## config.mk

```make
export PLATFORM = sky130hd
export DESIGN_NAME = timer_queue_scheduler
export DESIGN_NICKNAME = d
export VERILOG_FILES = /design/src/sv/tqs_pkg.sv /design/src/sv/tqs_slot_store.sv /design/src/sv/tqs_scan.sv /design/src/sv/timer_queue_scheduler.sv
export SDC_FILE = /design/constraint.sdc
export NUM_CORES = 2
export LEC_CHECK = 0
export ABC_AREA = 1
export BUFFER_PORTS_ARGS = -buffer_cell sky130_fd_sc_hd__buf_4
export CAP_MARGIN = 0
export CORE_UTILIZATION = 40
export CTS_CLUSTER_DIAMETER = 40
export DETAILED_ROUTE_END_ITERATION = 12
export GPL_TIMING_DRIVEN = 1
export PLACE_DENSITY = 0.58
export SLEW_MARGIN = 20
export SYNTH_ARGS = -nofsm -noshare
export SYNTH_HDL_FRONTEND = slang
export SYNTH_SLANG_ARGS = --single-unit
```

## constraint.sdc

```tcl
create_clock -name clock -period 7.9 [get_ports clock]
set_input_delay 1.58 -clock clock [delete_from_list [all_inputs] [get_ports clock]]
set_output_delay 1.58 -clock clock [all_outputs]
set_load 0.02 [all_outputs]
```

## src/sv/tqs_pkg.sv

```systemverilog
// tqs_pkg: shared constants, codes and word types for the timer queue scheduler
// no dependencies; used by tqs_slot_store, tqs_scan and timer_queue_scheduler
package tqs_pkg;

   localparam int TIMER_SLOTS = 16;
   localparam int SLOT_W      = $clog2(TIMER_SLOTS);
   localparam int MAX_RESULTS = 16;
   localparam int RES_CNT_W   = $clog2(MAX_RESULTS + 1);

   localparam logic [1:0] REQ_ADD    = 2'd0;
   localparam logic [1:0] REQ_CANCEL = 2'd1;
   localparam logic [1:0] REQ_TICK   = 2'd2;

   localparam logic [2:0] ST_ADDED   = 3'd0;
   localparam logic [2:0] ST_FULL    = 3'd1;
   localparam logic [2:0] ST_CANCEL  = 3'd2;
   localparam logic [2:0] ST_EXPIRED = 3'd3;
   localparam logic [2:0] ST_NO_EXP  = 3'd4;

   localparam logic [31:0] KEY_FLIP = 32'h8000_0000;

   typedef logic [SLOT_W-1:0] slot_addr_type;

   typedef struct packed {
      logic [1:0]  req_type;
      logic [23:0] delay_ms;
      logic [23:0] period_ms;
      logic [15:0] cancel_id;
   } req_word_type;

   typedef struct packed {
      logic [2:0]  status;
      logic [15:0] timer_id;
      logic [23:0] next_due_ms;
      logic        last_of_run;
   } rsp_word_type;

   typedef struct packed {
      logic [15:0] id;
      logic [31:0] deadline;
      logic [23:0] period;
   } slot_entry_type;

   typedef struct packed {
      logic           wr_en;
      logic           set_vld;
      logic           clr_vld;
      slot_addr_type  addr;
      slot_entry_type entry;
   } slot_wr_type;

   typedef struct packed {
      logic          clear;
      logic          sample;
      logic          cancel_mode;
      logic          slot_vld;
      slot_addr_type idx;
   } scan_ctl_type;

   typedef struct packed {
      logic          found;
      slot_addr_type idx;
      logic [15:0]   id;
      logic [23:0]   period;
      logic [31:0]   key;
   } scan_res_type;

endpackage

```

## src/sv/tqs_slot_store.sv

```systemverilog
// tqs_slot_store: slot memory (id, deadline, period) with registered read,
// per-slot valid flags and lowest-free-slot finder; depends on tqs_pkg
module tqs_slot_store (
   input  logic                          clock,
   input  logic                          reset,
   input  tqs_pkg::slot_wr_type          wr,
   input  tqs_pkg::slot_addr_type        rd_addr,
   output tqs_pkg::slot_entry_type       rd_entry,
   output logic [tqs_pkg::TIMER_SLOTS-1:0] slot_vld,
   output logic                          free_any,
   output tqs_pkg::slot_addr_type        free_idx
);

   tqs_pkg::slot_entry_type mem [tqs_pkg::TIMER_SLOTS];
   tqs_pkg::slot_entry_type rd_entry_ff;
   logic [tqs_pkg::TIMER_SLOTS-1:0] vld_ff, vld_in;

   always_ff @(posedge clock) begin
      if (wr.wr_en) begin
         mem[wr.addr] <= wr.entry;
      end
      rd_entry_ff <= mem[rd_addr];
   end

   always_comb begin
      vld_in = vld_ff;
      if (wr.set_vld) begin
         vld_in[wr.addr] = 1'b1;
      end
      if (wr.clr_vld) begin
         vld_in[wr.addr] = 1'b0;
      end
   end

   always_ff @(posedge clock) begin
      if (reset) begin
         vld_ff <= '0;
      end else begin
         vld_ff <= vld_in;
      end
   end

   // lowest free slot
   always_comb begin
      free_any = 1'b0;
      free_idx = '0;
      for (int s = tqs_pkg::TIMER_SLOTS - 1; s >= 0; s--) begin
         if (!vld_ff[s]) begin
            free_any = 1'b1;
            free_idx = tqs_pkg::SLOT_W'(s);
         end
      end
   end

   assign rd_entry = rd_entry_ff;
   assign slot_vld = vld_ff;

endmodule

```

## src/sv/tqs_scan.sv

```systemverilog
// tqs_scan: compare unit fed one slot per cycle during a table pass; keeps the
// earliest deadline (ticks) or the first id match (cancels); depends on tqs_pkg
module tqs_scan (
   input  logic                    clock,
   input  logic                    reset,
   input  tqs_pkg::scan_ctl_type   ctl,
   input  tqs_pkg::slot_entry_type entry,
   input  logic [31:0]             now_ms,
   input  logic [15:0]             cancel_id,
   output tqs_pkg::scan_res_type   res
);

   logic                   found_ff, found_in;
   tqs_pkg::slot_addr_type idx_ff, idx_in;
   logic [15:0]            id_ff, id_in;
   logic [23:0]            period_ff, period_in;
   logic [31:0]            key_ff, key_in;
   logic [31:0]            key;

   assign key = (entry.deadline - now_ms) ^ tqs_pkg::KEY_FLIP;

   always_comb begin
      found_in  = found_ff;
      idx_in    = idx_ff;
      id_in     = id_ff;
      period_in = period_ff;
      key_in    = key_ff;
      if (ctl.clear) begin
         found_in = 1'b0;
      end else if (ctl.sample && ctl.slot_vld) begin
         if (ctl.cancel_mode) begin
            if (!found_ff && cancel_id != 16'd0 && entry.id == cancel_id) begin
               found_in = 1'b1;
               idx_in   = ctl.idx;
            end
         end else if (!found_ff || key < key_ff) begin
            // strict compare keeps the lower slot on ties
            found_in  = 1'b1;
            idx_in    = ctl.idx;
            id_in     = entry.id;
            period_in = entry.period;
            key_in    = key;
         end
      end
   end

   always_ff @(posedge clock) begin
      if (reset) begin
         found_ff <= 1'b0;
      end else begin
         found_ff <= found_in;
      end
   end

   always_ff @(posedge clock) begin
      idx_ff    <= idx_in;
      id_ff     <= id_in;
      period_ff <= period_in;
      key_ff    <= key_in;
   end

   assign res = '{found: found_ff, idx: idx_ff, id: id_ff, period: period_ff, key: key_ff};

endmodule

```

## src/sv/timer_queue_scheduler.sv

```systemverilog
// timer_queue_scheduler: top level with the request sequencer and result register
// depends on tqs_pkg, tqs_slot_store and tqs_scan
//
// Usage: requests arrive on req_valid/req_ready with a req_word_type word
// (add, cancel or one-millisecond tick). Results leave on rsp_valid/rsp_ready
// as rsp_word_type words; last_of_run marks the final word of a request.
// Request type 3 is taken and dropped without a result.
// Work per request:
//   add:    no table pass; straight to the result register
//   cancel: one full pass over the slot memory
//   tick:   one pass with no expiry, else (k + 1) passes for k expirations
//           (k <= 16), each pass reads one slot per cycle
//           through the single read port
// One request is in work at a time; req_ready is high only when the sequencer
// is idle, while the previous result may still sit in the result register.
// When the receiver stalls, the sequencer holds the next word and waits; no
// word is lost. Reset clears the clock, id counter, valid flags and the
// result valid flag; no clearing pass is needed.
module timer_queue_scheduler (
   input  logic                  clock,
   input  logic                  reset,
   input  logic                  req_valid,
   output logic                  req_ready,
   input  tqs_pkg::req_word_type req_data,
   output logic                  rsp_valid,
   input  logic                  rsp_ready,
   output tqs_pkg::rsp_word_type rsp_data
);

   typedef enum logic [4:0] {
      S_IDLE   = 5'b00001,
      S_SCAN   = 5'b00010,
      S_DRAIN  = 5'b00100,
      S_DECIDE = 5'b01000,
      S_OUT    = 5'b10000
   } state_type;

   state_type                 state_ff, state_in, ret_ff, ret_in;
   logic [31:0]               now_ff, now_in;
   logic [15:0]               idc_ff, idc_in;
   logic                      cancel_ff, cancel_in;
   logic [15:0]               cid_ff, cid_in;
   tqs_pkg::slot_addr_type    rd_addr_ff, rd_addr_in;
   logic                      smp_ff, smp_in;
   tqs_pkg::slot_addr_type    smp_idx_ff, smp_idx_in;
   logic [tqs_pkg::RES_CNT_W-1:0] cnt_ff, cnt_in;
   logic                      prev_ff, prev_in;
   logic [15:0]               prev_id_ff, prev_id_in;
   tqs_pkg::rsp_word_type     pend_ff, pend_in;
   logic                      rsp_valid_ff, rsp_valid_in;
   tqs_pkg::rsp_word_type     rsp_ff, rsp_in;

   tqs_pkg::slot_wr_type      wr;
   tqs_pkg::slot_entry_type   rd_entry;
   logic [tqs_pkg::TIMER_SLOTS-1:0] slot_vld;
   logic                      free_any;
   tqs_pkg::slot_addr_type    free_idx;
   tqs_pkg::scan_ctl_type     scan_ctl;
   tqs_pkg::scan_res_type     res;
   logic                      scan_clear;

   logic [15:0] id_new;
   logic [31:0] due_gap;
   logic        best_exp;
   logic [23:0] next_due;

   tqs_slot_store u_store (
      .clock    (clock),
      .reset    (reset),
      .wr       (wr),
      .rd_addr  (rd_addr_ff),
      .rd_entry (rd_entry),
      .slot_vld (slot_vld),
      .free_any (free_any),
      .free_idx (free_idx)
   );

   assign scan_ctl = '{clear: scan_clear, sample: smp_ff, cancel_mode: cancel_ff,
                       slot_vld: slot_vld[smp_idx_ff], idx: smp_idx_ff};

   tqs_scan u_scan (
      .clock     (clock),
      .reset     (reset),
      .ctl       (scan_ctl),
      .entry     (rd_entry),
      .now_ms    (now_ff),
      .cancel_id (cid_ff),
      .res       (res)
   );

   assign id_new   = (idc_ff == 16'hFFFF) ? 16'd1 : idc_ff + 16'd1;
   assign due_gap  = res.key ^ tqs_pkg::KEY_FLIP;
   assign best_exp = res.found && (due_gap == 32'd0 || due_gap[31]);

   always_comb begin
      if (!res.found || due_gap == 32'd0 || due_gap[31]) begin
         next_due = 24'd0;
      end else if (|due_gap[31:24]) begin
         next_due = 24'hFF_FFFF;
      end else begin
         next_due = due_gap[23:0];
      end
   end

   always_comb begin
      state_in     = state_ff;
      ret_in       = ret_ff;
      now_in       = now_ff;
      idc_in       = idc_ff;
      cancel_in    = cancel_ff;
      cid_in       = cid_ff;
      rd_addr_in   = rd_addr_ff;
      cnt_in       = cnt_ff;
      prev_in      = prev_ff;
      prev_id_in   = prev_id_ff;
      pend_in      = pend_ff;
      rsp_valid_in = rsp_valid_ff & ~rsp_ready;
      rsp_in       = rsp_ff;
      wr           = '0;
      scan_clear   = 1'b0;
      smp_in       = (state_ff == S_SCAN);
      smp_idx_in   = rd_addr_ff;

      unique case (state_ff)
         S_IDLE: begin
            if (req_valid) begin
               unique case (req_data.req_type)
                  tqs_pkg::REQ_ADD: begin
                     if (free_any) begin
                        idc_in         = id_new;
                        wr.wr_en       = 1'b1;
                        wr.set_vld     = 1'b1;
                        wr.addr        = free_idx;
                        wr.entry.id    = id_new;
                        wr.entry.deadline = now_ff + 32'(req_data.delay_ms);
                        wr.entry.period   = req_data.period_ms;
                        pend_in = '{status: tqs_pkg::ST_ADDED, timer_id: id_new,
                                    next_due_ms: 24'd0, last_of_run: 1'b1};
                     end else begin
                        pend_in = '{status: tqs_pkg::ST_FULL, timer_id: 16'd0,
                                    next_due_ms: 24'd0, last_of_run: 1'b1};
                     end
                     ret_in   = S_IDLE;
                     state_in = S_OUT;
                  end
                  tqs_pkg::REQ_CANCEL: begin
                     cancel_in  = 1'b1;
                     cid_in     = req_data.cancel_id;
                     rd_addr_in = '0;
                     scan_clear = 1'b1;
                     state_in   = S_SCAN;
                  end
                  tqs_pkg::REQ_TICK: begin
                     cancel_in  = 1'b0;
                     now_in     = now_ff + 32'd1;
                     cnt_in     = '0;
                     prev_in    = 1'b0;
                     rd_addr_in = '0;
                     scan_clear = 1'b1;
                     state_in   = S_SCAN;
                  end
                  default: begin
                  end
               endcase
            end
         end
         S_SCAN: begin
            rd_addr_in = rd_addr_ff + 1'b1;
            if (rd_addr_ff == tqs_pkg::SLOT_W'(tqs_pkg::TIMER_SLOTS - 1)) begin
               state_in = S_DRAIN;
            end
         end
         S_DRAIN: begin
            state_in = S_DECIDE;
         end
         S_DECIDE: begin
            if (cancel_ff) begin
               wr.clr_vld = res.found;
               wr.addr    = res.idx;
               pend_in = '{status: tqs_pkg::ST_CANCEL,
                           timer_id: res.found ? cid_ff : 16'd0,
                           next_due_ms: 24'd0, last_of_run: 1'b1};
               ret_in   = S_IDLE;
               state_in = S_OUT;
            end else if (best_exp && cnt_ff != tqs_pkg::RES_CNT_W'(tqs_pkg::MAX_RESULTS)) begin
               // rearm periodic entry or free one-shot entry
               wr.addr           = res.idx;
               wr.wr_en          = (res.period != 24'd0);
               wr.clr_vld        = (res.period == 24'd0);
               wr.entry.id       = res.id;
               wr.entry.deadline = now_ff + 32'(res.period);
               wr.entry.period   = res.period;
               cnt_in     = cnt_ff + 1'b1;
               prev_in    = 1'b1;
               prev_id_in = res.id;
               pend_in = '{status: tqs_pkg::ST_EXPIRED, timer_id: prev_id_ff,
                           next_due_ms: 24'd0, last_of_run: 1'b0};
               rd_addr_in = '0;
               scan_clear = 1'b1;
               if (prev_ff) begin
                  ret_in   = S_SCAN;
                  state_in = S_OUT;
               end else begin
                  state_in = S_SCAN;
               end
            end else begin
               if (prev_ff) begin
                  pend_in = '{status: tqs_pkg::ST_EXPIRED, timer_id: prev_id_ff,
                              next_due_ms: next_due, last_of_run: 1'b1};
               end else begin
                  pend_in = '{status: tqs_pkg::ST_NO_EXP, timer_id: 16'd0,
                              next_due_ms: next_due, last_of_run: 1'b1};
               end
               ret_in   = S_IDLE;
               state_in = S_OUT;
            end
         end
         S_OUT: begin
            if (!rsp_valid_ff || rsp_ready) begin
               rsp_valid_in = 1'b1;
               rsp_in       = pend_ff;
               state_in     = ret_ff;
            end
         end
         default: begin
            state_in = S_IDLE;
         end
      endcase
   end

   always_ff @(posedge clock) begin
      if (reset) begin
         state_ff     <= S_IDLE;
         ret_ff       <= S_IDLE;
         now_ff       <= '0;
         idc_ff       <= '0;
         rsp_valid_ff <= 1'b0;
         smp_ff       <= 1'b0;
      end else begin
         state_ff     <= state_in;
         ret_ff       <= ret_in;
         now_ff       <= now_in;
         idc_ff       <= idc_in;
         rsp_valid_ff <= rsp_valid_in;
         smp_ff       <= smp_in;
      end
   end

   always_ff @(posedge clock) begin
      cancel_ff  <= cancel_in;
      cid_ff     <= cid_in;
      rd_addr_ff <= rd_addr_in;
      smp_idx_ff <= smp_idx_in;
      cnt_ff     <= cnt_in;
      prev_ff    <= prev_in;
      prev_id_ff <= prev_id_in;
      pend_ff    <= pend_in;
      rsp_ff     <= rsp_in;
   end

   assign req_ready = (state_ff == S_IDLE);
   assign rsp_valid = rsp_valid_ff;
   assign rsp_data  = rsp_ff;

endmodule

```

==> impl_metrics.env <==
export IMPL_status="finished clean"
export IMPL_arrival_ns=6.02
export IMPL_routed_wl_um=178000
export IMPL_clock_sinks=1509
export IMPL_grt_max_degree=182
export IMPL_area_growth_synth_to_final_pct=16.1
export IMPL_tns_ns=0
export IMPL_synth_area_um2=63300
export IMPL_synth_distinct_cells=65
export IMPL_start_util=0.404
export IMPL_yosys_area_top_type="edfxtp_1"
export IMPL_syn_area_per_cell_um2=12.2
export IMPL_fmax_mhz=179
export IMPL_postCtsSetupRepairBufs=0
export IMPL_detailed_place_hpwl_um=105000
export IMPL_htree_levels=4
export IMPL_die_h_um=400
export IMPL_antenna_cells=0
export IMPL_synth_xor_area_frac=0.0111
export IMPL_core_area_um2=157000
export IMPL_synth_compound_area_frac=0.109
export IMPL_cp_data_required_time_ns=8.33
export IMPL_period_minus_slack_ns=5.59
export IMPL_clock_skew_ns=0.0497
export IMPL_grt_antenna_before_repair=6
export IMPL_io_pin_count=116
export IMPL_async_reset_ff_frac=0
export IMPL_synth_cells=5193
export IMPL_synth_simple_area_share=0.114
export IMPL_grt_pass1_wl_um=263000
export IMPL_end_kind="register"
export IMPL_post_cts_resized=0
export IMPL_drc=0
export IMPL_synth_most_common_cell="edfxtp_1"
export IMPL_ys_seq_area_frac=0.692
export IMPL_cp_startpoint="now_ff[1]$_SDFFE_PP0P_"
export IMPL_maxSlewHeadroom=0.245
export IMPL_synth_top_family_by_area="simple AND/OR/NAND/NOR gates"
export IMPL_postRouteAntennaNets=0
export IMPL_synth_fp_nets=5384
export IMPL_synthFlopType="edfxtp_1"
export IMPL_worstSkewPairLatency_ns=0.82
export IMPL_period_share=0.708
export IMPL_rsz0062_at_grt="false"
export IMPL_hold_path_startpoint="u_store.rd_entry[22]$_DFF_P_"
export IMPL_first_global_vias=40586
export IMPL_hold_violations=0
export IMPL_drtIter0Drc=4016
export IMPL_dr_pass1_iters=6
export IMPL_drive_gt1_frac=0.112
export IMPL_cts_buffers=190
export IMPL_tightestPinTransition_ns=1.13
export IMPL_critPathKind="register to register"
export IMPL_synthAdderAreaFrac=0.0243
export IMPL_start_kind="register"
export IMPL_cts_root_buf="clkbuf_16"
export IMPL_rr_startpoint="now_ff[1]$_SDFFE_PP0P_"
export IMPL_synth_area_top_cells="edfxtp_1, nor2_1, dfxtp_1, o21ai_0, nand2_1"
export IMPL_die_area_um2=160000
export IMPL_grt_overflow=0
export IMPL_vias=42219
export IMPL_yosysWarningCount=0
export IMPL_synth_mux_area_fraction=0.0175
export IMPL_utilization=0.469
export IMPL_track_usage=0.220
export IMPL_fp_row_count=145
export IMPL_ir_worst_vdd_mv=0.212
export IMPL_slew_viol_final=0
export IMPL_tritoncts="done"
export IMPL_place_gp_congestion=0.944
export IMPL_avgViaCountPerCell=5.58
export IMPL_cts_hold_fix_buffers=0
export IMPL_synth_edf_count=1359
export IMPL_path_max_fanout=44
export IMPL_min_path_type="register to register"
export IMPL_nets=5532
export IMPL_synthTopCellsByCount="edfxtp_1, nor2_1, nand2_1"
export IMPL_clockBufferDepth=3
export IMPL_synth_seq_cells=1509
export IMPL_drv_cap=0
export IMPL_power_per_cell_area_nw_per_um2=306
export IMPL_die_width_um=400
export IMPL_synth_top_cell_area_share=0.644
export IMPL_post_drt_wl_per_cell_um=23.5
export IMPL_cts_clk_slew_worst_paths_ns=0.06
export IMPL_io_buffers=115
export IMPL_setup_violations_final=0
export IMPL_power_leakage_nw=25.1
export IMPL_fillCellCount=13987
path summary, 6_finish.rpt:
path / endpoint / slack (ns) / depth (start not counted)
hold / removal: u_scan.period_ff[22]$_DFFE_PP_ / 0.41 / 0
hold reg to reg: u_scan.period_ff[22]$_DFFE_PP_ / 0.41 / 0
setup reg to reg: u_scan.period_ff[16]$_DFFE_PP_ / 2.31 / 25
setup / recovery: u_scan.period_ff[16]$_DFFE_PP_ / 2.31 / 25
cell usage in the layout (no fill, tap or decap), drive strengths merged, types with 50 or more instances in the layout:
| cell type | n |
|---|---|
| edfxtp | 1359 |
| nand2 | 566 |
| dfxtp | 150 |
| inv | 302 |
| a21oi | 203 |
| nand4 | 50 |
| ha | 118 |
| o21ai | 436 |
| o221ai | 117 |
| nand3 | 183 |
| clkinv | 72 |
| mux2i | 111 |
| clkbuf | 223 |
| buf | 218 |
| nor2 | 877 |
| o32ai | 177 |
final cells by class:
| type | count | area (µm²) | area share |
|---|---|---|---|
| clock buffers | 223 | 5010 | 0.0682 |
| clock inverters | 134 | 1480 | 0.0201 |
| inverters | 275 | 1050 | 0.0142 |
| multi-input cells | 3147 | 17700 | 0.240 |
| flip-flops and latches | 1509 | 43800 | 0.596 |
| well taps | 2058 | 2570 | 0.0350 |
| repair buffers | 218 | 1940 | 0.0264 |
stage by stage:
| stage | instances | instance area, µm² | setup WS, ns | hold WS (ns) | power, mW |
|---|---|---|---|---|---|
| 6_report | 7564 | 73500 | 2.31 | 0.411 | 22.5 |
| 5_1_grt | 7564 | 73500 | 1.74 | 0.416 | 23.4 |
| 4_1_cts | 7563 | 73500 | 2.23 | 0.408 | 22.6 |
| 3_5_place_dp | 7206 | 67000 | 2.26 | 0.392 | 13.9 |
| 3_3_place_gp | 7204 | 66900 | 2.25 | 0.386 | 13.8 |
| 2_1_floorplan | 5193 | 63300 | 1.56 | 0.368 | 12.4 |
worst max-delay path: stages, from the launching register on:
cell and delay [ns]:
dfxtp_1 0.51, inv_1 0.16, fa_1 0.46, nand2_1 0.07, inv_1 0.05, nand2_1 0.05, nand2_1 0.08, a21oi_1 0.27
o21ai_0 0.18, a21oi_1 0.22, o21ai_0 0.17, a21oi_1 0.28, nor2_1 0.09, nor2_1 0.12, xnor2_1 0.17, ha_1 0.27
nand2_1 0.09, inv_1 0.05, a221oi_1 0.28, o21ai_0 0.13, a21oi_1 0.13, nand2_1 0.09, nand2_1 0.06, nand2_1 0.06
clkinv_2 0.56, buf_4 0.57
flip-flops by register name, summed over array words and instances, names as in the netlist, 4 cells and up:
register	flops
cnt_ff	5
cid_ff	16
pend_ff	44
u_scan.period_ff	24
idc_ff	16
u_scan.key_ff	32
u_scan.id_ff	16
now_ff	32
smp_idx_ff	4
u_store.mem	1152
u_store.slot_vld	16
state_ff	5
u_store.rd_entry	72
rd_addr_ff	4
u_scan.idx_ff	4
prev_id_ff	16
rsp_data	44
kinds of logic after synthesis:
kind of cell	Yosys count
AO/OA/AOI/OAI	1075
XOR/XNOR	80
adder cells (fa/ha/maj)	121
buffers and inverters	537
flip-flops	1509
multiplexers	111
AND/OR/NAND/NOR	1760
report_power, final:
group / total (mW) / internal (mW) / switching, mW
clock: 8.77 / 5.26 / 3.50
sequential: 9.22 / 9.04 / 0.177
combinational: 4.51 / 1.45 / 3.06
per-layer routing:
layer / share of wire / global-route usage / up-vias
met5: 0 / 0 / -
met3: 0.064 / 0.0327 / 262
met2: 0.45 / 0.338 / 1446
met4: 0.024 / 0.0611 / 0
met1: 0.46 / 0.325 / 21101
li1: - / - / 19410
Note: power is estimated with default switching activity, not from simulation.
